[config.mk]
export PLATFORM = sky130hd
export DESIGN_NAME = pixel_twinkle_fade_engine
export DESIGN_NICKNAME = d
export VERILOG_FILES = /design/src/rtl/core/ptfe_pkg.sv /design/src/rtl/core/ptfe_ram.sv /design/src/rtl/core/pixel_twinkle_fade_engine.sv
export SDC_FILE = /design/constraint.sdc
export NUM_CORES = 2
export LEC_CHECK = 0
export BUFFER_PORTS_ARGS = -buffer_cell sky130_fd_sc_hd__buf_2
export CAP_MARGIN = 20
export CORE_UTILIZATION = 46
export DETAILED_ROUTE_END_ITERATION = 8
export GPL_TIMING_DRIVEN = 0
export PLACE_DENSITY = 0.66
export SLEW_MARGIN = 10
export SYNTH_ARGS = -nofsm -noshare
export SYNTH_HDL_FRONTEND = slang
export SYNTH_SLANG_ARGS = --single-unit
[constraint.sdc]
create_clock -name clk_i -period 7.85 [get_ports clk_i]
set_input_delay 1.1775 -clock clk_i [delete_from_list [all_inputs] [get_ports clk_i]]
set_output_delay 1.1775 -clock clk_i [all_outputs]
set_load 0.02 [all_outputs]
[src/rtl/core/ptfe_pkg.sv]
`timescale 1ns / 1ps
// ============================================================================
// ptfe_pkg: shared types and constants of the pixel twinkle fade engine
// Transfer payloads, the per-pixel table entry, register codes and the
// color table.
// ============================================================================
package ptfe_pkg;

  // One input transfer: which pixel, the time and two random words.
  typedef struct packed {
    logic [4:0]  pixel_index;
    logic [31:0] now_ms;
    logic [15:0] rand_off;
    logic [15:0] rand_colour;
  } in_item_t;

  // One result transfer: the pixel and the color to write.
  typedef struct packed {
    logic [4:0] out_pixel;
    logic [7:0] red;
    logic [7:0] green;
    logic [7:0] blue;
  } out_item_t;

  // One entry of the pixel table as held in memory.
  typedef struct packed {
    logic        lit_flag;
    logic [31:0] time_mark;
    logic [15:0] dark_time;
    logic [3:0]  colour_index;
    logic [7:0]  last_level;
  } pix_entry_t;

  typedef struct packed {
    logic [7:0] r;
    logic [7:0] g;
    logic [7:0] b;
  } rgb_t;

  // Register indexes on the configuration port.
  localparam logic [1:0] REG_MIN_OFF = 2'd0;
  localparam logic [1:0] REG_MAX_OFF = 2'd1;
  localparam logic [1:0] REG_FADE    = 2'd2;

  localparam logic [15:0] MIN_OFF_RESET = 16'd3000;
  localparam logic [15:0] MAX_OFF_RESET = 16'd6000;
  localparam logic [15:0] FADE_RESET    = 16'd6000;

  // Entry value written by the clearing pass: dark, timer at zero.
  localparam pix_entry_t ENTRY_RESET = '{
    lit_flag:     1'b0,
    time_mark:    32'd0,
    dark_time:    16'd3000,
    colour_index: 4'd0,
    last_level:   8'd0
  };

  // Number of brightness steps that are told apart during a fade.
  localparam logic [7:0] LEVEL_STEPS = 8'd200;

  // x / 10 for any 16-bit x equals (x * 52429) >> 19.
  localparam logic [15:0] RECIP_TEN  = 16'd52429;
  localparam int unsigned RECIP_SHIFT = 19;

  // The shared divider produces one quotient bit per cycle.
  localparam int unsigned DIV_STEPS = 16;
  localparam logic [3:0]  DIV_LAST  = 4'(DIV_STEPS - 1);

  // Full color of each table entry; codes past the table read as entry zero.
  function automatic rgb_t colour_lut(input logic [3:0] idx);
    rgb_t c;
    case (idx)
      4'd1:    c = '{r: 8'd64,  g: 8'd255, b: 8'd64};
      4'd2:    c = '{r: 8'd64,  g: 8'd64,  b: 8'd255};
      4'd3:    c = '{r: 8'd255, g: 8'd255, b: 8'd32};
      4'd4:    c = '{r: 8'd255, g: 8'd64,  b: 8'd255};
      4'd5:    c = '{r: 8'd64,  g: 8'd255, b: 8'd255};
      4'd6:    c = '{r: 8'd255, g: 8'd255, b: 8'd255};
      4'd7:    c = '{r: 8'd148, g: 8'd64,  b: 8'd211};
      4'd8:    c = '{r: 8'd75,  g: 8'd64,  b: 8'd130};
      4'd9:    c = '{r: 8'd255, g: 8'd127, b: 8'd64};
      default: c = '{r: 8'd255, g: 8'd128, b: 8'd64};
    endcase
    return c;
  endfunction

endpackage

[src/rtl/core/ptfe_ram.sv]
`timescale 1ns / 1ps
// ============================================================================
// ptfe_ram: generic single-port-write, single-port-read memory
// One write and one read per cycle; the read data is registered.
// ============================================================================
module ptfe_ram #(
  parameter int unsigned WIDTH = 8,
  parameter int unsigned DEPTH = 32
) (
  input  logic                                     clk_i,
  input  logic                                     we_i,
  input  logic [(DEPTH > 1 ? $clog2(DEPTH) : 1)-1:0] waddr_i,
  input  logic [WIDTH-1:0]                         wdata_i,
  input  logic                                     re_i,
  input  logic [(DEPTH > 1 ? $clog2(DEPTH) : 1)-1:0] raddr_i,
  output logic [WIDTH-1:0]                         rdata_o
);

  logic [WIDTH-1:0] mem_q [DEPTH];
  logic [WIDTH-1:0] rdata_q;

  // Storage array with a registered read.
  always_ff @(posedge clk_i) begin
    if (we_i) begin
      mem_q[waddr_i] <= wdata_i;
    end
    if (re_i) begin
      rdata_q <= mem_q[raddr_i];
    end
  end

  assign rdata_o = rdata_q;

endmodule

[src/rtl/core/pixel_twinkle_fade_engine.sv]
`timescale 1ns / 1ps
// ============================================================================
// pixel_twinkle_fade_engine: per-pixel twinkle and fade sequencer
// Keeps a table of pixel states in memory and turns update requests into
// color writes for a LED strip.
// ============================================================================
// Usage:
//   The input channel carries one update request per transfer: a pixel
//   number, the current time in ms and two random words. The output channel
//   carries at most one color write per request. Requests for pixels at or
//   past NUM_PIXELS are dropped.
//   The configuration port holds the dark time limits and the fade time;
//   write it only while the engine is idle.
//   Path from input transfer to result: read, evaluation, then the output
//   register when a dark pixel lights; on to dark write-back when a lit
//   pixel goes dark with an empty dark range, through the divider first
//   otherwise; through the divider, square, scale and fade write-back for
//   a fade step, skipping the divider when it lands at elapsed time zero.
//   A request that causes no result frees the engine at evaluation, or at
//   fade write-back for a fade step. Requests are handled one at a time.
//   A request for a pixel out of range is dropped without leaving idle.
//   After reset a clearing pass writes every table entry, during which no
//   request is taken. Configuration returns to its defaults.
//   A result waits in the output register while the receiver stalls; the
//   next request is still taken, and the engine holds at its evaluation or
//   write-back step until the output register is free.
// ============================================================================
module pixel_twinkle_fade_engine #(
  parameter int unsigned NUM_PIXELS = 32
) (
  input  logic                 clk_i,
  input  logic                 rst_ni,
  // Request channel
  input  logic                 in_valid_i,
  output logic                 in_ready_o,
  input  ptfe_pkg::in_item_t   in_data_i,
  // Result channel
  output logic                 out_valid_o,
  input  logic                 out_ready_i,
  output ptfe_pkg::out_item_t  out_data_o,
  // Configuration port
  input  logic                 psel,
  input  logic                 penable,
  input  logic                 pwrite,
  input  logic [3:0]           paddr,
  input  logic [31:0]          pwdata,
  output logic [31:0]          prdata,
  output logic                 pready
);

  import ptfe_pkg::*;

  localparam int unsigned AW = (NUM_PIXELS > 1) ? $clog2(NUM_PIXELS) : 1;
  localparam logic [AW-1:0] CLR_LAST = AW'(NUM_PIXELS - 1);

  // Sequencer states.
  localparam logic [3:0] S_CLEAR   = 4'd0;
  localparam logic [3:0] S_IDLE    = 4'd1;
  localparam logic [3:0] S_READ    = 4'd2;
  localparam logic [3:0] S_EVAL    = 4'd3;
  localparam logic [3:0] S_DIV     = 4'd4;
  localparam logic [3:0] S_SQUARE  = 4'd5;
  localparam logic [3:0] S_SCALE   = 4'd6;
  localparam logic [3:0] S_FADE_WB = 4'd7;
  localparam logic [3:0] S_DARK_WB = 4'd8;

  logic [3:0]    state_q, state_d;
  logic [AW-1:0] clr_q;

  logic [15:0] min_off_q, max_off_q, fade_q;

  in_item_t    item_q;
  pix_entry_t  ent_q;
  logic [31:0] elapsed_q;
  logic [12:0] cq_q;
  logic [15:0] div_r_q, div_d_q, div_v_q;
  logic [3:0]  div_cnt_q;
  logic        div_draw_q;
  logic        q_full_q;
  logic [16:0] f_q;
  logic [7:0]  level_q;
  rgb_t        rgb_q;

  logic        out_valid_q;
  out_item_t   out_q;

  logic        ram_we, ram_re;
  logic [AW-1:0] ram_waddr, ram_raddr;
  pix_entry_t  ram_wdata, ram_rdata;

  logic        emit;
  out_item_t   emit_item;
  logic        out_free;
  logic        in_accept, in_range;
  logic [10:0] in_idx_ext, item_idx_ext;
  logic [AW-1:0] item_addr;

  logic [31:0] cq_prod;
  logic [15:0] col_ten, col_rem;
  logic [3:0]  col_idx;
  rgb_t        col_full;
  logic        fade_done, span_ok;
  logic [15:0] span, rem;
  logic [16:0] div_t, div_diff;
  logic        div_ge;
  logic [31:0] sq_prod;
  logic [24:0] lvl_prod, r_prod, g_prod, b_prod;
  rgb_t        scale_col;

  // --------------------------------------------------------------------------
  // Configuration registers
  // --------------------------------------------------------------------------
  assign pready = 1'b1;

  always_ff @(posedge clk_i or negedge rst_ni) begin
    if (!rst_ni) begin
      min_off_q <= MIN_OFF_RESET;
      max_off_q <= MAX_OFF_RESET;
      fade_q    <= FADE_RESET;
    end else if (psel && penable && pwrite && pready) begin
      unique case (paddr[3:2])
        REG_MIN_OFF: min_off_q <= pwdata[15:0];
        REG_MAX_OFF: max_off_q <= pwdata[15:0];
        REG_FADE:    fade_q    <= pwdata[15:0];
        default:     ;
      endcase
    end
  end

  always_comb begin
    unique case (paddr[3:2])
      REG_MIN_OFF: prdata = {16'd0, min_off_q};
      REG_MAX_OFF: prdata = {16'd0, max_off_q};
      REG_FADE:    prdata = {16'd0, fade_q};
      default:     prdata = '0;
    endcase
  end

  // --------------------------------------------------------------------------
  // Pixel table memory
  // --------------------------------------------------------------------------
  ptfe_ram #(
    .WIDTH ($bits(pix_entry_t)),
    .DEPTH (NUM_PIXELS)
  ) u_table (
    .clk_i   (clk_i),
    .we_i    (ram_we),
    .waddr_i (ram_waddr),
    .wdata_i (ram_wdata),
    .re_i    (ram_re),
    .raddr_i (ram_raddr),
    .rdata_o (ram_rdata)
  );

  // Request acceptance and table read address.
  assign in_ready_o   = (state_q == S_IDLE);
  assign in_accept    = in_valid_i && in_ready_o;
  assign in_idx_ext   = {6'd0, in_data_i.pixel_index};
  assign in_range     = (in_idx_ext < 11'(NUM_PIXELS));
  assign ram_re       = in_accept && in_range;
  assign ram_raddr    = in_idx_ext[AW-1:0];
  assign item_idx_ext = {6'd0, item_q.pixel_index};
  assign item_addr    = item_idx_ext[AW-1:0];

  // Output register is free when empty or being drained this cycle.
  assign out_free = !out_valid_q || out_ready_i;

  // --------------------------------------------------------------------------
  // Datapath helpers
  // --------------------------------------------------------------------------
  // Color pick: quotient by ten through the reciprocal, then the remainder.
  assign cq_prod  = 32'(item_q.rand_colour) * 32'(RECIP_TEN);
  assign col_ten  = {cq_q, 3'b000} + {2'b00, cq_q, 1'b0};
  assign col_rem  = item_q.rand_colour - col_ten;
  assign col_idx  = col_rem[3:0];
  assign col_full = colour_lut(col_idx);

  assign fade_done = (elapsed_q >= {16'd0, fade_q});
  assign span_ok   = (max_off_q > min_off_q);
  assign span      = max_off_q - min_off_q;
  assign rem       = fade_q - elapsed_q[15:0];

  // One restoring division step per cycle.
  assign div_t    = {div_r_q, div_d_q[15]};
  assign div_diff = div_t - {1'b0, div_v_q};
  assign div_ge   = (div_t >= {1'b0, div_v_q});

  // Squared factor and the scaled level and channels.
  assign sq_prod   = 32'(div_d_q) * 32'(div_d_q);
  assign scale_col = colour_lut(ent_q.colour_index);
  assign lvl_prod  = 25'(LEVEL_STEPS) * 25'(f_q);
  assign r_prod    = 25'(scale_col.r) * 25'(f_q);
  assign g_prod    = 25'(scale_col.g) * 25'(f_q);
  assign b_prod    = 25'(scale_col.b) * 25'(f_q);

  // --------------------------------------------------------------------------
  // Sequencer: next state, table write-back and result issue
  // --------------------------------------------------------------------------
  always_comb begin
    state_d   = state_q;
    ram_we    = 1'b0;
    ram_waddr = item_addr;
    ram_wdata = ent_q;
    emit      = 1'b0;
    emit_item = '{out_pixel: item_q.pixel_index, red: 8'd0, green: 8'd0, blue: 8'd0};
    unique case (state_q)
      S_CLEAR: begin
        ram_we    = 1'b1;
        ram_waddr = clr_q;
        ram_wdata = ENTRY_RESET;
        if (clr_q == CLR_LAST) begin
          state_d = S_IDLE;
        end
      end
      S_IDLE: begin
        if (in_accept && in_range) begin
          state_d = S_READ;
        end
      end
      S_READ: begin
        state_d = S_EVAL;
      end
      S_EVAL: begin
        if (!ent_q.lit_flag) begin
          // Dark pixel lights once its dark time is strictly exceeded.
          if (elapsed_q > {16'd0, ent_q.dark_time}) begin
            if (out_free) begin
              ram_we                 = 1'b1;
              ram_wdata.lit_flag     = 1'b1;
              ram_wdata.time_mark    = item_q.now_ms;
              ram_wdata.colour_index = col_idx;
              ram_wdata.last_level   = 8'd0;
              emit                   = 1'b1;
              emit_item.red          = col_full.r;
              emit_item.green        = col_full.g;
              emit_item.blue         = col_full.b;
              state_d                = S_IDLE;
            end
          end else begin
            state_d = S_IDLE;
          end
        end else if (fade_done) begin
          state_d = span_ok ? S_DIV : S_DARK_WB;
        end else begin
          state_d = (elapsed_q[15:0] == 16'd0) ? S_SQUARE : S_DIV;
        end
      end
      S_DIV: begin
        if (div_cnt_q == DIV_LAST) begin
          state_d = div_draw_q ? S_DARK_WB : S_SQUARE;
        end
      end
      S_SQUARE: begin
        state_d = S_SCALE;
      end
      S_SCALE: begin
        state_d = S_FADE_WB;
      end
      S_FADE_WB: begin
        // A fade step reports only when the coarse level moves.
        if (level_q != ent_q.last_level) begin
          if (out_free) begin
            ram_we               = 1'b1;
            ram_wdata.last_level = level_q;
            emit                 = 1'b1;
            emit_item.red        = rgb_q.r;
            emit_item.green      = rgb_q.g;
            emit_item.blue       = rgb_q.b;
            state_d              = S_IDLE;
          end
        end else begin
          state_d = S_IDLE;
        end
      end
      S_DARK_WB: begin
        // Fade over: go dark, drawn dark time or the minimum on an empty span.
        if (out_free) begin
          ram_we               = 1'b1;
          ram_wdata.lit_flag   = 1'b0;
          ram_wdata.time_mark  = item_q.now_ms;
          ram_wdata.dark_time  = min_off_q + div_r_q;
          ram_wdata.last_level = 8'd0;
          emit                 = 1'b1;
          state_d              = S_IDLE;
        end
      end
      default: begin
        state_d = S_IDLE;
      end
    endcase
  end

  // Control registers.
  always_ff @(posedge clk_i or negedge rst_ni) begin
    if (!rst_ni) begin
      state_q <= S_CLEAR;
      clr_q   <= '0;
    end else begin
      state_q <= state_d;
      if (state_q == S_CLEAR) begin
        clr_q <= clr_q + AW'(1);
      end
    end
  end

  // Datapath registers, loaded by sequencer step.
  always_ff @(posedge clk_i) begin
    case (state_q)
      S_IDLE: begin
        if (in_accept) begin
          item_q <= in_data_i;
        end
      end
      S_READ: begin
        ent_q     <= ram_rdata;
        elapsed_q <= item_q.now_ms - ram_rdata.time_mark;
        cq_q      <= cq_prod[RECIP_SHIFT +: 13];
      end
      S_EVAL: begin
        div_cnt_q <= '0;
        q_full_q  <= (elapsed_q[15:0] == 16'd0);
        if (fade_done) begin
          // Remainder of rand_off by the dark time span.
          div_draw_q <= 1'b1;
          div_r_q    <= 16'd0;
          div_d_q    <= item_q.rand_off;
          div_v_q    <= span;
        end else begin
          // Quotient of (rem << 16) by the fade time, rem below fade.
          div_draw_q <= 1'b0;
          div_r_q    <= rem;
          div_d_q    <= 16'd0;
          div_v_q    <= fade_q;
        end
      end
      S_DIV: begin
        div_r_q   <= div_ge ? div_diff[15:0] : div_t[15:0];
        div_d_q   <= {div_d_q[14:0], div_ge};
        div_cnt_q <= div_cnt_q + 4'd1;
      end
      S_SQUARE: begin
        f_q <= q_full_q ? 17'h10000 : {1'b0, sq_prod[31:16]};
      end
      S_SCALE: begin
        level_q <= lvl_prod[23:16];
        rgb_q   <= '{r: r_prod[23:16], g: g_prod[23:16], b: b_prod[23:16]};
      end
      default: ;
    endcase
  end

  // --------------------------------------------------------------------------
  // Output register
  // --------------------------------------------------------------------------
  always_ff @(posedge clk_i or negedge rst_ni) begin
    if (!rst_ni) begin
      out_valid_q <= 1'b0;
    end else if (emit) begin
      out_valid_q <= 1'b1;
    end else if (out_ready_i) begin
      out_valid_q <= 1'b0;
    end
  end

  always_ff @(posedge clk_i) begin
    if (emit) begin
      out_q <= emit_item;
    end
  end

  assign out_valid_o = out_valid_q;
  assign out_data_o  = out_q;

`ifndef ASSERT_OFF
  // The table is never read and written in the same cycle.
  a_no_ram_conflict: assert property (@(posedge clk_i) disable iff (!rst_ni)
    !(ram_we && ram_re))
    else $error("table read and write in the same cycle");

  // A waiting result is never overwritten by a new one.
  a_no_overwrite: assert property (@(posedge clk_i) disable iff (!rst_ni)
    (out_valid_q && !out_ready_i) |-> !emit)
    else $error("result issued while the output register is held");

  // The divider leaves after its last step toward square or dark write-back.
  a_div_exit: assert property (@(posedge clk_i) disable iff (!rst_ni)
    (state_q == S_DIV && div_cnt_q == DIV_LAST) |=>
      (state_q == S_SQUARE || state_q == S_DARK_WB))
    else $error("divider did not finish in sixteen steps");

  // The fade level never passes the step count.
  a_level_range: assert property (@(posedge clk_i) disable iff (!rst_ni)
    (state_q == S_FADE_WB) |-> (level_q <= LEVEL_STEPS))
    else $error("fade level out of range");
`endif

endmodule
==> out/results.txt <==
status - finished with violations
failing checks - design-rule violations
P_int - 0.0327 W
period utilization - 92.7%
vias in the first global route - 65100
Crit path buffers/inverters - 6
Core Region - 0.252 mm²
fin util - 52.9%
WP data required - 8.44 ns
Sink Count - 2380
DR iter-0 viols - 6765
Worst Path Arrival - 7.87 ns
CP max stage delay - 0.59 ns
GRT Overall Usage - 22.6%
RSZ-0062 raised after global routing - false
Fmax achieved - 137 MHz
Post-Synthesis Cells - 6955
worst min path class - reg -> reg
Clock H-tree levels - 4
post-route DRC violation count - 28
post-synth top area share - 59.5%
Worst Skew - 0.126 ns
WL/cell - 25.8 µm
Synth Cell Area - 0.117 mm²
die height - 506 µm
Crit-path slowest cell - edfxtp_1
die width - 506 µm
nets - 8631
routability cong. - 0.877
CP Launch Type - flop
prevailing post-synth register cell - edfxtp_1
max-slew violations - 0
Multi-input gate area - 0.0414 mm²
Largest delay share family, worst path - adder cells
Leak - 49.2 nW
Synthesis Warnings - 0
leading area contributor after synthesis - edfxtp_1
share of layout cells above drive strength 1 - 19.7%
drt via density - 5.70
Reg power frac - 34.5%
Clock transition at path regs - 0.06 ns
Worst-Margin Slew - 1.24 ns
largest vdd supply drop - 560 µV
top cells by area, synth - edfxtp_1 59%, mux4_2 12%, fa_1 8.7%
Starting Density - 46.4%
Power Dens Cells - 386 mW/mm²
port bufs - 140
Initial DRT Pass Iterations - 9
post-DP HPWL - 201000 µm
flops & latches, synth - 2380
Worst slew margin - 17.3%
Hold Vio Cnt, Final - 0
Switching Share - 36.5%
synth unique cells - 96
initial antenna violation count - 16
path type of the worst setup path - reg -> reg
top-count cell post-synth - edfxtp_1
switching power - 0.0187 W
final cell count without fillers - 11100
Final setup viols - 0
combinational power share - 43.7%
Clock Path Buffers - 3
Layout area overhead - 14.1%
pin count of the biggest net entering global routing - 59
synth cell count leaders - 2310 x edfxtp_1, 914 x inv_1, 610 x mux4_2, 505 x fa_1, 495 x ha_1
Pwr Total - 0.0514 W
worst-skew pair later-pin latency - 0.92 ns
Routed Antenna Nets - 0
CP Capture Type - flop
# rows - 184
I/O pins - 176
Mean Syn Cell Area - 16.8 µm²
CP max FO - 10
dpl cells - 10600
final WL - 286000 µm
die area - 0.256 mm²
grt ovf - 0
Fin Setup TNS - 0 ns
final-layout fill cell count - 19800
FFs w/ async S/R, synth - 2.44%
maxcap violations - 0
CTS tree - done
post-cts hold buffer count - 0
clock share of power - 21.8%
sequential share of the synthesized area - 60.9%
cts bufs inserted - 236
DR vias - 63100
global-route wire length before repair - 425000 µm
root buffer cell - clkbuf_16
EDFF count, synth - 2310
crit path time final - 7.28 ns
register area - 0.0711 mm²
## placed cells by master, fill, tap and decap left out, drive strengths merged, types with 37 or more instances in the layout
| cell type | instances |
|---|---|
| ha | 495 |
| mux2 | 81 |
| xor2 | 42 |
| o21ai | 160 |
| a22o | 44 |
| edfxtp | 2310 |
| nand3 | 50 |
| buf | 387 |
| and2 | 154 |
| nor2 | 153 |
| clkbuf | 471 |
| a21o | 58 |
| clkinv | 111 |
| inv | 924 |
| xnor2 | 126 |
| nand2 | 377 |
| a21oi | 126 |
| mux2i | 38 |
| mux4 | 610 |
| dfrtp | 37 |
| fa | 505 |
## power groups by stage
| stage | combinational (W) | clock (W) | sequential (W) |
|---|---|---|---|
| finish | 0.0225 | 0.0112 | 0.0177 |
| global route | 0.0256 | 0.0118 | 0.0178 |
| floorplan | 0.0158 | 0 | 0.0178 |
| CTS | 0.0227 | 0.0114 | 0.0177 |
| detailed placement | 0.0224 | 0 | 0.0180 |
| global placement | 0.0211 | 0 | 0.0183 |
## timing repair
action                                  CTS  global route
gates resized for setup                   0             2
endpoints found under the setup margin    0             3
buffers inserted                          0             0
## metrics by stage
step | instance area, µm² | setup slack [ns] | hold WS [ns]
after global placement | 122000 | -2.40 | 0.405
final | 133000 | 0.573 | 0.375
after global routing | 133000 | 0.0746 | 0.398
after floorplan | 117000 | 1.21 | 0.400
after detailed placement | 125000 | 0.149 | 0.405
after CTS | 133000 | 0.117 | 0.369
## layer usage
layer	global-route usage (%)	routed length [µm]
met2	36.2	136000
met3	4.49	24600
met5	0	0
met1	31.9	119000
met4	5.09	5940
## cells by family after synthesis
logic type      count (synthesis)  synth area share, %
xor+xnor                      168                 1.26
compound gates                592                 3.33
fa+ha+maj                    1000                 14.0
simple gates                  901                 3.68
flops                        2380                 60.9
mux                           729                 12.9
buf+inv                      1183                 3.91
other cells                     2              0.00644
## worst reg2reg max path: cells and delay by family (launching register included)
family	cells	cell delay [ns]
AND/OR/NAND/NOR	4	0.85
adder cells (fa/ha/maj)	7	3.01
flip-flops	1	0.59
XOR/XNOR	1	0.14
buffers and inverters	6	0.85
AO/OA/AOI/OAI	7	1.55
## registers in the layout, summed over array words and instances (netlist names), 8 cells and up
register / count
scale_col: 12
min_off_q: 16
elapsed_q: 32
rgb_q: 24
f_q: 17
div_v_q: 16
out_data_o: 29
fade_q: 16
max_off_q: 16
level_q: 8
div_r_q: 16
div_d_q: 16
u_table.rdata_o: 61
ent_q: 61
item_q: 64
u_table.mem_q: 1952
## worst paths after layout
kind	start	to	slack (ns)	cells after the start
worst max-delay path	div_d_q[8]	f_q[15]	0.57	25
worst min-delay path	u_table.rdata_o[18]	ent_q[18]	0.38	0
worst max register to register	div_d_q[8]	f_q[15]	0.57	25
worst min register to register	u_table.rdata_o[18]	ent_q[18]	0.38	0
max in group asynchronous	rst_ni	max_off_q[13]	6.87	1
min in group asynchronous	rst_ni	max_off_q[1]	0.39	1
## area by class of cell
type / instances / share of cell area, %
Multi-Input combinational cell: 3407 / 31.1
Buffer: 267 / 0.854
Tap cell: 3348 / 3.15
Antenna cell: 7 / 0.0132
Timing Repair Buffer: 312 / 3.06
Clock inverter: 155 / 1.21
Sequential cell: 2380 / 53.4
Inverter: 915 / 2.58
Clock buffer: 279 / 4.57
(Power assumes the default switching activity.)
